File: config.mk
export PLATFORM = sky130hd
export DESIGN_NAME = trinary_remote_pulse_decoder
export DESIGN_NICKNAME = d
export VERILOG_FILES = /design/src/hdl/trpd_pkg.sv /design/src/hdl/trpd_cfg.sv /design/src/hdl/trpd_frame.sv /design/src/hdl/trpd_obuf.sv /design/src/hdl/trinary_remote_pulse_decoder.sv
export SDC_FILE = /design/constraint.sdc
export NUM_CORES = 1
export LEC_CHECK = 0
export ABC_CLOCK_PERIOD_IN_PS = 6520
export BUFFER_PORTS_ARGS = -buffer_cell sky130_fd_sc_hd__buf_2
export CAP_MARGIN = 20
export CORE_MARGIN = 10
export CORE_UTILIZATION = 30
export DETAILED_ROUTE_END_ITERATION = 10
export GPL_TIMING_DRIVEN = 0
export PLACE_DENSITY = 0.45
export SYNTH_ARGS = -nofsm -noshare
export SYNTH_HDL_FRONTEND = slang
export SYNTH_SLANG_ARGS = --single-unit
File: constraint.sdc
create_clock -name i_clk -period 6.52 [get_ports i_clk]
set_input_delay 1.304 -clock i_clk [delete_from_list [all_inputs] [get_ports i_clk]]
set_output_delay 1.304 -clock i_clk [all_outputs]
set_load 0.01 [all_outputs]
File: src/hdl/trpd_pkg.sv
// ----------------------------------------------------------------------------
// trpd_pkg: shared types and constants
// Field widths, register indexes, reset values and the structs that pass the
// configuration and the decoded result between the decoder's modules.
// ----------------------------------------------------------------------------
package trpd_pkg;

    localparam int DUR_W     = 24;
    localparam int CFG_W     = 16;
    localparam int CFG_IDX_W = 3;
    localparam int CODE_W    = 15;
    localparam int RAW_W     = 18;

    localparam logic [CFG_IDX_W-1:0] REG_LONG_MIN  = 3'd0;
    localparam logic [CFG_IDX_W-1:0] REG_LONG_MAX  = 3'd1;
    localparam logic [CFG_IDX_W-1:0] REG_SHORT_MIN = 3'd2;
    localparam logic [CFG_IDX_W-1:0] REG_SHORT_MAX = 3'd3;
    localparam logic [CFG_IDX_W-1:0] REG_GAP_MIN   = 3'd4;

    localparam logic [CFG_W-1:0] RST_LONG_MIN  = 16'd800;
    localparam logic [CFG_W-1:0] RST_LONG_MAX  = 16'd1800;
    localparam logic [CFG_W-1:0] RST_SHORT_MIN = 16'd200;
    localparam logic [CFG_W-1:0] RST_SHORT_MAX = 16'd700;
    localparam logic [CFG_W-1:0] RST_GAP_MIN   = 16'd5000;

    typedef struct packed {
        logic [CFG_W-1:0] long_min;
        logic [CFG_W-1:0] long_max;
        logic [CFG_W-1:0] short_min;
        logic [CFG_W-1:0] short_max;
        logic [CFG_W-1:0] gap_min;
    } t_cfg;

    typedef struct packed {
        logic [CODE_W-1:0] code;
        logic [RAW_W-1:0]  raw_symbols;
    } t_result;

endpackage

File: src/hdl/trpd_cfg.sv
// ----------------------------------------------------------------------------
// trpd_cfg: timing window registers
// Holds the pulse and gap thresholds, loaded through a plain write port.
// ----------------------------------------------------------------------------
module trpd_cfg (
    input  logic                            i_clk,
    input  logic                            i_rst_n,
    input  logic                            i_cfg_we,
    input  logic [trpd_pkg::CFG_IDX_W-1:0]  i_cfg_index,
    input  logic [trpd_pkg::CFG_W-1:0]      i_cfg_data,
    output trpd_pkg::t_cfg                  o_cfg
);
    import trpd_pkg::*;

    t_cfg r_cfg;

    always_ff @(posedge i_clk) begin
        if (!i_rst_n) begin
            r_cfg.long_min  <= RST_LONG_MIN;
            r_cfg.long_max  <= RST_LONG_MAX;
            r_cfg.short_min <= RST_SHORT_MIN;
            r_cfg.short_max <= RST_SHORT_MAX;
            r_cfg.gap_min   <= RST_GAP_MIN;
        end else if (i_cfg_we) begin
            unique case (i_cfg_index)
                REG_LONG_MIN:  r_cfg.long_min  <= i_cfg_data;
                REG_LONG_MAX:  r_cfg.long_max  <= i_cfg_data;
                REG_SHORT_MIN: r_cfg.short_min <= i_cfg_data;
                REG_SHORT_MAX: r_cfg.short_max <= i_cfg_data;
                REG_GAP_MIN:   r_cfg.gap_min   <= i_cfg_data;
                default: begin
                    // unknown index: drop the write
                end
            endcase
        end
    end

    assign o_cfg = r_cfg;

endmodule

File: src/hdl/trpd_frame.sv
// ----------------------------------------------------------------------------
// trpd_frame: frame tracker and trit decoder
// Classes each pulse, shifts symbols into the store and folds every completed
// symbol pair into a running base-3 code, so the result is ready at the gap.
// ----------------------------------------------------------------------------
module trpd_frame #(
    parameter int TRITS = 9
) (
    input  logic                        i_clk,
    input  logic                        i_rst_n,
    input  logic                        i_fire,
    input  logic                        i_level,
    input  logic [trpd_pkg::DUR_W-1:0]  i_duration,
    input  trpd_pkg::t_cfg              i_cfg,
    output logic                        o_res_valid,
    output trpd_pkg::t_result           o_res
);
    import trpd_pkg::*;

    localparam int SYMS  = 2 * TRITS;
    localparam int CNT_W = $clog2(SYMS + 1);
    localparam logic [CNT_W-1:0] CNT_FULL = CNT_W'(SYMS);

    logic               r_receiving, n_receiving;
    logic [CNT_W-1:0]   r_count, n_count;
    logic [SYMS-1:0]    r_store, n_store;
    logic [CODE_W-1:0]  r_code, n_code;
    logic               r_bad, n_bad;

    logic               w_is_long, w_is_short, w_is_gap, w_sym;
    logic [1:0]         w_trit;
    logic               w_pair_bad;
    logic [CODE_W-1:0]  w_base, w_code_step;
    logic [SYMS+RAW_W-1:0] w_raw_ext;

    assign w_is_long  = (i_duration >= DUR_W'(i_cfg.long_min))
                     && (i_duration <= DUR_W'(i_cfg.long_max));
    assign w_is_short = (i_duration >= DUR_W'(i_cfg.short_min))
                     && (i_duration <= DUR_W'(i_cfg.short_max));
    assign w_is_gap   = (i_duration >= DUR_W'(i_cfg.gap_min));
    assign w_sym      = w_is_long;

    // first symbol of the pair sits in the store LSB
    assign w_trit      = {1'b0, r_store[0]} + {1'b0, w_sym};
    assign w_pair_bad  = !r_store[0] && w_sym;
    assign w_base      = (r_count == CNT_W'(1)) ? '0 : r_code;
    assign w_code_step = {w_base[CODE_W-2:0], 1'b0} + w_base + CODE_W'(w_trit);

    always_comb begin
        n_receiving = r_receiving;
        n_count     = r_count;
        n_store     = r_store;
        n_code      = r_code;
        n_bad       = r_bad;
        o_res_valid = 1'b0;
        if (i_fire) begin
            if (i_level) begin
                if (r_receiving) begin
                    if (w_is_long || w_is_short) begin
                        if (r_count < CNT_FULL) begin
                            n_store = {r_store[SYMS-2:0], w_sym};
                            n_count = r_count + CNT_W'(1);
                            if (r_count[0]) begin
                                n_code = w_code_step;
                                n_bad  = ((r_count == CNT_W'(1)) ? 1'b0 : r_bad)
                                       | w_pair_bad;
                            end
                        end
                    end else begin
                        // out of both windows: abort
                        n_receiving = 1'b0;
                        n_count     = '0;
                    end
                end
            end else if (w_is_gap) begin
                n_receiving = !r_receiving;
                n_count     = '0;
                o_res_valid = r_receiving && (r_count == CNT_FULL) && !r_bad;
            end
        end
    end

    always_ff @(posedge i_clk) begin
        if (!i_rst_n) begin
            r_receiving <= 1'b0;
            r_count     <= '0;
        end else begin
            r_receiving <= n_receiving;
            r_count     <= n_count;
        end
    end

    always_ff @(posedge i_clk) begin
        r_store <= n_store;
        r_code  <= n_code;
        r_bad   <= n_bad;
    end

    assign w_raw_ext         = {{RAW_W{1'b0}}, r_store};
    assign o_res.code        = r_code;
    assign o_res.raw_symbols = w_raw_ext[RAW_W-1:0];

`ifndef NO_ASSERTIONS
    a_count_bound: assert property (@(posedge i_clk) disable iff (!i_rst_n)
        r_count <= CNT_FULL)
        else $error("symbol count beyond frame length");

    a_idle_empty: assert property (@(posedge i_clk) disable iff (!i_rst_n)
        !r_receiving |-> (r_count == '0))
        else $error("symbols held while waiting for a gap");

    a_res_full: assert property (@(posedge i_clk) disable iff (!i_rst_n)
        o_res_valid |-> (r_receiving && r_count == CNT_FULL && !i_level))
        else $error("result from an incomplete frame");
`endif

endmodule

File: src/hdl/trpd_obuf.sv
// ----------------------------------------------------------------------------
// trpd_obuf: result register with skid stage
// Two-entry output buffer: the head drives the output channel, the skid entry
// catches a result produced while the head is stalled.
// ----------------------------------------------------------------------------
module trpd_obuf (
    input  logic                i_clk,
    input  logic                i_rst_n,
    input  logic                i_push,
    input  trpd_pkg::t_result   i_res,
    input  logic                i_stall,
    output logic                o_valid,
    output trpd_pkg::t_result   o_res,
    output logic                o_full
);
    import trpd_pkg::*;

    logic    r_head_v, n_head_v;
    logic    r_skid_v, n_skid_v;
    t_result r_head, n_head;
    t_result r_skid, n_skid;
    logic    w_pop;

    assign w_pop = r_head_v && !i_stall;

    always_comb begin
        n_head_v = r_head_v;
        n_skid_v = r_skid_v;
        n_head   = r_head;
        n_skid   = r_skid;
        if (w_pop) begin
            if (r_skid_v) begin
                n_head   = r_skid;
                n_head_v = 1'b1;
                n_skid   = i_res;
                n_skid_v = i_push;
            end else begin
                n_head   = i_res;
                n_head_v = i_push;
            end
        end else if (i_push) begin
            if (!r_head_v) begin
                n_head   = i_res;
                n_head_v = 1'b1;
            end else begin
                n_skid   = i_res;
                n_skid_v = 1'b1;
            end
        end
    end

    always_ff @(posedge i_clk) begin
        if (!i_rst_n) begin
            r_head_v <= 1'b0;
            r_skid_v <= 1'b0;
        end else begin
            r_head_v <= n_head_v;
            r_skid_v <= n_skid_v;
        end
    end

    always_ff @(posedge i_clk) begin
        r_head <= n_head;
        r_skid <= n_skid;
    end

    assign o_valid = r_head_v;
    assign o_res   = r_head;
    assign o_full  = r_head_v && r_skid_v;

`ifndef NO_ASSERTIONS
    a_skid_behind_head: assert property (@(posedge i_clk) disable iff (!i_rst_n)
        r_skid_v |-> r_head_v)
        else $error("skid entry held with empty head");

    a_no_overflow: assert property (@(posedge i_clk) disable iff (!i_rst_n)
        (r_head_v && r_skid_v && i_stall) |-> !i_push)
        else $error("result pushed into a full buffer");
`endif

endmodule

File: src/hdl/trinary_remote_pulse_decoder.sv
// ----------------------------------------------------------------------------
// trinary_remote_pulse_decoder: OOK tristate remote code decoder
// Turns level/duration intervals into nine-trit switch codes.
// ----------------------------------------------------------------------------
// Usage:
//   Input channel (i_valid / o_stall): one item per interval, i_level high for
//   a carrier pulse and low for a gap, i_duration in microseconds.
//   Output channel (o_valid / i_stall): one item per valid frame, carrying the
//   base-3 code and the raw symbol bits.
//   Config port: write i_cfg_data to register i_cfg_index while i_cfg_we is
//   high; write only while the block is idle.
//   Throughput: one input item per cycle while the output buffer has room.
//   The item is registered, then classified and folded into the frame state
//   once the buffer has room; the closing gap's result is registered in it.
//   Each item costs one pass through the window compares, and each completed
//   symbol pair one 15-bit multiply-by-three-and-add step.
//   Reset puts the thresholds to their defaults and the block waits for an
//   arming gap. If the receiver stalls, up to two results are held; input
//   stalls only when both are full and an item is waiting to be decoded.
// ----------------------------------------------------------------------------
module trinary_remote_pulse_decoder #(
    parameter int TRITS = 9
) (
    input  logic                            i_clk,
    input  logic                            i_rst_n,
    input  logic                            i_valid,
    output logic                            o_stall,
    input  logic                            i_level,
    input  logic [trpd_pkg::DUR_W-1:0]      i_duration,
    output logic                            o_valid,
    input  logic                            i_stall,
    output logic [trpd_pkg::CODE_W-1:0]     o_code,
    output logic [trpd_pkg::RAW_W-1:0]      o_raw_symbols,
    input  logic                            i_cfg_we,
    input  logic [trpd_pkg::CFG_IDX_W-1:0]  i_cfg_index,
    input  logic [trpd_pkg::CFG_W-1:0]      i_cfg_data
);
    import trpd_pkg::*;

    t_cfg             w_cfg;
    t_result          w_res, w_out;
    logic             w_res_valid;
    logic             w_full;
    logic             w_fire;
    logic             w_accept;

    logic             r_in_valid;
    logic             r_in_level;
    logic [DUR_W-1:0] r_in_duration;

    // decode the held item whenever the output buffer has room
    assign w_fire   = r_in_valid && !w_full;
    assign o_stall  = r_in_valid && w_full;
    assign w_accept = i_valid && !o_stall;

    always_ff @(posedge i_clk) begin
        if (!i_rst_n) begin
            r_in_valid <= 1'b0;
        end else if (w_accept) begin
            r_in_valid <= 1'b1;
        end else if (w_fire) begin
            r_in_valid <= 1'b0;
        end
    end

    always_ff @(posedge i_clk) begin
        if (w_accept) begin
            r_in_level    <= i_level;
            r_in_duration <= i_duration;
        end
    end

    trpd_cfg u_cfg (
        .i_clk       (i_clk),
        .i_rst_n     (i_rst_n),
        .i_cfg_we    (i_cfg_we),
        .i_cfg_index (i_cfg_index),
        .i_cfg_data  (i_cfg_data),
        .o_cfg       (w_cfg)
    );

    trpd_frame #(
        .TRITS (TRITS)
    ) u_frame (
        .i_clk       (i_clk),
        .i_rst_n     (i_rst_n),
        .i_fire      (w_fire),
        .i_level     (r_in_level),
        .i_duration  (r_in_duration),
        .i_cfg       (w_cfg),
        .o_res_valid (w_res_valid),
        .o_res       (w_res)
    );

    trpd_obuf u_obuf (
        .i_clk   (i_clk),
        .i_rst_n (i_rst_n),
        .i_push  (w_res_valid),
        .i_res   (w_res),
        .i_stall (i_stall),
        .o_valid (o_valid),
        .o_res   (w_out),
        .o_full  (w_full)
    );

    assign o_code        = w_out.code;
    assign o_raw_symbols = w_out.raw_symbols;

`ifndef NO_ASSERTIONS
    a_stall_means_full: assert property (@(posedge i_clk) disable iff (!i_rst_n)
        o_stall |-> (o_valid && r_in_valid))
        else $error("input stalled with room in the output buffer");

    a_item_held: assert property (@(posedge i_clk) disable iff (!i_rst_n)
        (r_in_valid && w_full) |=> r_in_valid)
        else $error("waiting item dropped while output buffer full");
`endif

endmodule

==> results_dict.tcl, run 1 <==
set metrics [dict create \
    rsz0062_at_grt "no" \
    post_drt_via_cell_ratio 4.57 \
    rows 67 \
    firstDrtPassIters 4 \
    max_cap_viol_count 0 \
    start_util_pct 30.6 \
    whs_ns 0.449 \
    timing.reg2reg.setup_slack_ns 1.87 \
    postCtsSetupBuffers 0 \
    routed_wl_um 26000 \
    slew_viol_final 0 \
    finalHoldViolCount 0 \
    netlist_area_sq_um 10400 \
    outcome "finished, final reports clean" \
    layout_commonest_cell "nand2_1" \
    area_delta_synth_final_pct 18.6 \
    die_area_sq_um 42300 \
    final_cell_mix "nand2_1, edfxtp_1, ha_1" \
    grt_usage_pct 12.2 \
    r2r_start "r_in_duration[9]" \
    cp-start-kind "flop" \
    synth_edf_count 125 \
    ys_seq_area_share_pct 53.5 \
    vias 6957 \
    postSynthAreaPerCell_sq_um 11.0 \
    p_per_area_nw_per_um2 253 \
    htree_levels 1 \
    worstPathRequired_ns 6.80 \
    postSynthCellCount 943 \
    synthSimpleGateAreaFrac_pct 12.9 \
    wl_per_cell_um 17.1 \
    cts_buffers 26 \
    syn_nets 1090 \
    critPathKind "reg2reg" \
    fin_crit_ns 4.65 \
    relSlewSlack_pct 31.1 \
    die_width_um 206 \
    endpoint "u_frame.r_code[14]" \
    clock_latency_ns 0.53 \
    cts_num_sinks 214 \
    grt-ovfl-total 0 \
    cts.clk_slew.worst_paths_ns 0.06 \
    hold_class "reg2reg" \
    yosysWarnings 0 \
    cts_tree "built" \
    layout.nets 1202 \
    finalSetupTns_ns 0 \
    ir_worst_vdd_mv 0.160 \
    final_antenna_net_count 0 \
    grt_pass1_wl_um 40000 \
    drt_iter0_markers 258 \
    crit_path_end_kind "flop" \
    cp.arrival_ns 4.93 \
    dp_hpwl_um 18800 \
    synth_top_family_by_area "simple AND/OR/NAND/NOR gates" \
    gp_congestion 0.833 \
    grt_pass1_vias 6942 \
    rr_endpoint "u_frame.r_code[14]" \
    ys_ff_latch 214 \
    r2r_cells 17 \
    synthMuxAreaShare_pct 3.78 \
    synth-compound-area-share_pct 12.6 \
    grt_max_degree 28 \
    coreArea_sq_um 33800 \
    synthAdderAreaFrac_pct 12.0 \
    worst-slew-pin-transition_ns 1.01 \
    io_pins 84 \
    n_antenna_cell 0 \
    synthXorXnorAreaFrac_pct 1.10 \
    cts-hold-fix-buffers 0 \
    cts_buffer_depth 3 \
    die-height_um 206 \
    final.period_utilization_pct 71.3 \
    antenna_found_initial 0 \
    cts_root_buf "clkbuf_16" \
    yosys.cell_types.count 55 \
    synthFlopType "edfxtp_1" \
    port_buffers 82 \
    p_leak_nw 4.58 \
    fin_worst_skew_ns 0.00775 \
    finalSetupViolations 0 \
    drive_gt1_share_pct 16.1 \
    drc 0 \
    crit_path_max_fanout 5 \
    crit_start "r_in_duration[9]" \
    post_cts_resized 0 \
    async_flop_share_pct 0 \
    nFillCells 3435 \
    clock.fmax_ghz 0.215 \
]
[cells by family after synthesis]
kind of cell | Yosys count
AO/OA/AOI/OAI | 187
XOR/XNOR | 13
adder cells (fa/ha/maj) | 98
buffers and inverters | 116
flip-flops | 214
multiplexers | 35
AND/OR/NAND/NOR | 280
[cells in the mapped netlist, types with 3 or more instances]
| cell | n | area share [%] |
|---|---|---|
| nand2_1 | 162 | 5.9 |
| edfxtp_1 | 125 | 36 |
| ha_1 | 96 | 12 |
| dfxtp_1 | 89 | 17 |
| inv_1 | 86 | 3.1 |
| a21boi_0 | 64 | 4.6 |
| a21oi_1 | 34 | 1.6 |
| mux2_2 | 33 | 3.6 |
| clkbuf_1 | 28 | 1.0 |
| o211ai_1 | 24 | 1.7 |
| nor2b_1 | 21 | 1.3 |
| nor2_1 | 19 | 0.69 |
| o21ai_0 | 15 | 0.73 |
| nand3_1 | 12 | 0.58 |
| nand4_1 | 10 | 0.60 |
| a21o_1 | 9 | 0.65 |
| nor3_1 | 9 | 0.44 |
| xnor2_1 | 9 | 0.76 |
| and3_1 | 7 | 0.42 |
| and4_1 | 7 | 0.59 |
| nand2b_1 | 6 | 0.36 |
| or2_2 | 6 | 0.36 |
| a211oi_1 | 5 | 0.36 |
| o21a_1 | 5 | 0.36 |
| o31ai_1 | 5 | 0.36 |
| and2_1 | 4 | 0.24 |
| nand3b_1 | 4 | 0.29 |
| xor2_1 | 4 | 0.34 |
| a2111oi_0 | 3 | 0.25 |
| a211o_1 | 3 | 0.25 |
| a31o_1 | 3 | 0.25 |
| a31oi_1 | 3 | 0.18 |
| or3_1 | 3 | 0.18 |
[area by class of cell]
| class | count | area (sq um) | area share [%] |
|---|---|---|---|
| clock buffers | 30 | 687 | 5.60 |
| repair buffers | 84 | 450 | 3.67 |
| inverters | 86 | 323 | 2.63 |
| flip-flops and latches | 214 | 5540 | 45.1 |
| clock inverters | 17 | 190 | 1.55 |
| plain buffers | 30 | 113 | 0.918 |
| well taps | 448 | 561 | 4.57 |
| multi-input cells | 613 | 4410 | 36.0 |
[worst min-delay path by stage]
stage,to,slack [ns],from,cells past startpoint
CTS,u_obuf.r_skid[17],0.45,u_frame.r_store[17],0
detailed placement,u_obuf.r_skid[17],0.43,u_frame.r_store[17],0
floorplan,u_obuf.r_skid[17],0.42,u_frame.r_store[17],0
global route,u_obuf.r_skid[17],0.46,u_frame.r_store[17],0
global placement,u_obuf.r_skid[17],0.43,u_frame.r_store[17],0
finish,u_obuf.r_skid[17],0.45,u_frame.r_store[17],0
[stage by stage]
step | power (mW) | std cells | worst slack [ns] | utilization, % | area, sq um
after CTS | 3.15 | 1522 | 1.86 | 36.3 | 12300
after global placement | 1.64 | 1473 | 0.0978 | 33.5 | 11300
final | 3.10 | 1522 | 1.87 | 36.3 | 12300
after detailed placement | 1.64 | 1475 | 1.87 | 33.7 | 11400
after floorplan | 1.57 | 943 | 1.92 | - | 10400
after global routing | 3.23 | 1522 | 1.54 | 36.3 | 12300
[state kept, by name (all words and copies together), names as in the netlist]
name	flops
u_cfg.o_cfg	80
u_obuf.o_res	33
u_obuf.r_skid	33
r_in_duration	24
u_frame.r_store	18
u_frame.r_code	15
u_frame.r_count	5
r_in_level	1
r_in_valid	1
u_frame.r_bad	1
u_frame.r_receiving	1
u_obuf.o_valid	1
u_obuf.r_skid_v	1
[power breakdown]
part | internal, mW | leakage (nW) | switching (mW) | total (mW)
registers | 1.44 | 1.86 | 0.0197 | 1.46
logic | 0.0608 | 2.30 | 0.0913 | 0.152
clock network | 0.909 | 0.419 | 0.581 | 1.49
[per-layer routing]
metal / GRT usage, % / up-vias / routed length [um] / part of all wire, %
li1: - / 3576 / - / -
met1: 15.9 / 3240 / 12200 / 47
met2: 20.2 / 110 / 12000 / 46
met3: 2.03 / 31 / 1250 / 4.8
met4: 3.49 / 0 / 572 / 2.2
met5: 0 / - / 0 / 0
[critical path: stages (launching register included)]
cell      delay, ns
edfxtp_1       0.53
ha_1           0.37
a21oi_1        0.16
o21ai_0        0.24
a211oi_1       0.48
o31ai_1        0.19
nand3_1        0.24
fa_1           0.25
inv_1          0.06
fa_1           0.39
a21o_1         0.20
a21oi_1        0.26
o21ai_0        0.17
a31oi_1        0.26
a21oi_1        0.15
a21o_1         0.20
a21oi_1        0.18
xnor2_1        0.08
No activity file was read; power rests on OpenSTA's default activity.
==> run 2: changes to the inputs <==
--- a/config.mk
+++ b/config.mk
@@ -5,14 +5,15 @@
 export SDC_FILE = /design/constraint.sdc
 export NUM_CORES = 1
 export LEC_CHECK = 0
-export ABC_CLOCK_PERIOD_IN_PS = 6520
+export ABC_AREA = 1
+export ABC_CLOCK_PERIOD_IN_PS = 3900
 export BUFFER_PORTS_ARGS = -buffer_cell sky130_fd_sc_hd__buf_2
 export CAP_MARGIN = 20
 export CORE_MARGIN = 10
 export CORE_UTILIZATION = 30
 export DETAILED_ROUTE_END_ITERATION = 10
 export GPL_TIMING_DRIVEN = 0
-export PLACE_DENSITY = 0.45
+export PLACE_DENSITY = 0.46
 export SYNTH_ARGS = -nofsm -noshare
 export SYNTH_HDL_FRONTEND = slang
 export SYNTH_SLANG_ARGS = --single-unit
==> constraint.sdc (replaced) <==
create_clock -name i_clk -period 3.9 [get_ports i_clk]
set_input_delay 0.78 -clock i_clk [delete_from_list [all_inputs] [get_ports i_clk]]
set_output_delay 0.78 -clock i_clk [all_outputs]
set_load 0.01 [all_outputs]
==> run 2 against run 1 <==
Non-clock buffer count rose by 7. Sequential power rose by 68%. Count of clock-buffer cells in the layout rose by 5. Highest routed layer is now met5.
==> results_dict.tcl, run 2 <==
set metrics [dict create \
    outcome "finished, final reports clean" \
    fin_crit_ns 3.58 \
    worstPathRequired_ns 4.17 \
    critPathMostFrequentCell "nand2_1" \
    crit_chain "ha_1, a21oi_1, nor2_1, nor2_1, nand2_1, nand2_1, nand2_1, nand2_2, nand2_4, fa_1, inv_1, fa_1, nand3_1, nand2_1, a31oi_2, o21ai_1, a21boi_1, o21ai_0, xor2_1" \
    use_met3_pct 1.93 \
    yosysWarnings 0 \
    nFillCells 3488 \
    synth_most_common_cell "inv_1" \
    crit_path_end_kind "flop" \
    final_util_pct 36.7 \
    cts_num_sinks 214 \
    ir_worst_vdd_mv 0.295 \
    dp_hpwl_um 18600 \
    critPathKind "reg2reg" \
    cts_buffer_depth 3 \
    cts_buffers 26 \
    area_delta_synth_final_pct 19.9 \
    synth_top_cell_area_share_pct 36.4 \
    max_stage_delay_ns 0.52 \
    n_antenna_cell 0 \
    final_antenna_net_count 0 \
    die_width_um 205 \
    final_cells 1642 \
    clock_latency_ns 0.53 \
    use_met2_pct 20.3 \
    vias 7307 \
    final_cell_mix "inv_1, nand2_1, edfxtp_1" \
    grt-ovfl-total 0 \
    rows 67 \
    finalSetupViolations 0 \
    wl_per_cell_um 15.4 \
    gp_congestion 0.809 \
    p_leak_nw 5.17 \
    final.period_utilization_pct 91.8 \
    synth.largest_area_cell "edfxtp_1" \
    ys_seq_area_share_pct 53.7 \
    synthFlopType "edfxtp_1" \
    grt_pass1_wl_um 40000 \
    drive_gt1_share_pct 15.8 \
    grt_usage_pct 12.0 \
    firstDrtPassIters 6 \
    routed_wl_um 25300 \
    finalHoldViolCount 0 \
    cp-start-kind "flop" \
    grt.met1_usage_pct 15.8 \
    grt_pass1_vias 7242 \
    dp_cells 1585 \
    clock.fmax_ghz 0.279 \
    start_util_pct 30.6 \
    htree_levels 1 \
    netlist_area_sq_um 10300 \
    drt_iter0_markers 418 \
    synth.area.top_cells "edfxtp_1, dfxtp_1, ha_1" \
    cp.arrival_ns 3.86 \
    crit_path_max_fanout 5 \
    busiest_layer "met2" \
    antenna_found_initial 2 \
    p_per_area_nw_per_um2 432 \
    cts_root_buf "clkbuf_16" \
    die_area_sq_um 42200 \
    cts.clk_slew.worst_paths_ns 0.06 \
    largest_reg_flops 80 \
    layout.nets 1321 \
    worst-slew-pin-transition_ns 0.947 \
    slew_viol_final 0 \
    cts-hold-fix-buffers 0 \
    relSlewSlack_pct 36.3 \
    postSynthCellCount 1051 \
    post_drt_via_cell_ratio 4.45 \
    critPathSlowestCell "edfxtp_1" \
    syn_nets 1198 \
    coreArea_sq_um 33700 \
    hold_class "in2reg" \
    max_cap_viol_count 0 \
    grt_max_degree 34 \
    cts_tree "built" \
    async_flop_share_pct 0 \
    layout_commonest_cell "inv_1" \
    fin_worst_skew_ns 0.0116 \
    yosys.cell_types.count 39 \
    port_buffers 82 \
    ys_ff_latch 214 \
    die-height_um 205 \
    drc 0 \
    postSynthAreaPerCell_sq_um 9.81 \
    finalSetupTns_ns 0 \
    synth_edf_count 125 \
    yosys-top-cells-count "inv_1, nand2_1, edfxtp_1, a21oi_1, ha_1" \
    io_pins 84 \
    regArea_sq_um 5540 \
    multi_input_area_sq_um 4100 \
]
[run 2: cell count changes after synthesis, sizes merged, moves of 8 or more]
| cell | change |
|---|---|
| o21ai | +60 |
| nand2 | -13 |
| a21boi | -60 |
| nand3 | +8 |
| mux2 | -14 |
| a21oi | +87 |
| inv | +72 |
| nor2b | -21 |
| nor2 | +81 |
| o211ai | -8 |
| xor2 | +8 |
[run 2: stage by stage]
stage | cell area [sq um] | power (mW) | hold slack [ns] | setup slack (ns)
2_1_floorplan | 10300 | 2.74 | 0.420 | 0.359
3_3_place_gp | 11300 | 2.87 | 0.429 | -0.941
3_5_place_dp | 11400 | 2.88 | 0.432 | -0.160
4_1_cts | 12300 | 5.42 | 0.396 | 0.00922
5_1_grt | 12400 | 5.58 | 0.398 | -0.00187
6_report | 12400 | 5.34 | 0.424 | 0.319
[run 2: final timing paths]
kind / end / depth (start not counted) / from / slack (ns)
setup / recovery: u_frame.r_code[12] / 19 / r_in_duration[5] / 0.32
hold / removal: r_in_duration[14] / 1 / i_duration[14] / 0.42
setup reg to reg: u_frame.r_code[12] / 19 / r_in_duration[5] / 0.32
hold reg to reg: u_obuf.r_skid[21] / 0 / u_frame.r_code[3] / 0.45
[run 2: cell type report]
cell class                      instances  share of cell area, %
Sequential cell                       214                   44.8
Timing Repair Buffer                   96                   4.53
Buffer                                 25                  0.891
Tap cell                              448                   4.54
Clock buffer                           35                   6.04
Inverter                              159                   4.85
Clock inverter                         13                   1.20
Multi-Input combinational cell        652                   33.2
[run 2: power by group]
part / switching [mW] / total [mW] / internal (mW)
clock network: 0.963 / 2.51 / 1.54
registers: 0.0293 / 2.45 / 2.43
logic: 0.232 / 0.377 / 0.146
total: 1.22 / 5.34 / 4.11
[run 2: metal layers]
| layer | share of wire (%) | up-vias |
|---|---|---|
| met4 | 2.1 | 4 |
| li1 | - | 3804 |
| met1 | 47 | 3349 |
| met3 | 4.5 | 36 |
| met2 | 47 | 114 |
| met5 | 0.11 | - |
[run 2: timing repair]
action                     4_1_cts  5_1_grt
gates resized for setup          2        3
buffers inserted                 0       10
setup endpoints to repair        2        3
[run 2: logic make-up (layout without fill, tap and decap cells)]
group / count (synthesis) / after routing / synth area share, %
AO/OA/AOI/OAI: 233 / 233 / 12.1
XOR/XNOR: 16 / 16 / 1.36
adder cells (fa/ha/maj): 98 / 98 / 12.0
buffers and inverters: 185 / 328 / 6.92
flip-flops: 214 / 214 / 53.7
multiplexers: 19 / 19 / 2.08
AND/OR/NAND/NOR: 286 / 286 / 11.8
[run 2: critical path, delay by kind of cell, from the launching register on]
kind	cells	cell delay, ns
simple gates	9	0.85
flops	1	0.52
compound gates	5	0.85
xor+xnor	1	0.09
fa+ha+maj	3	0.93
buf+inv	1	0.09
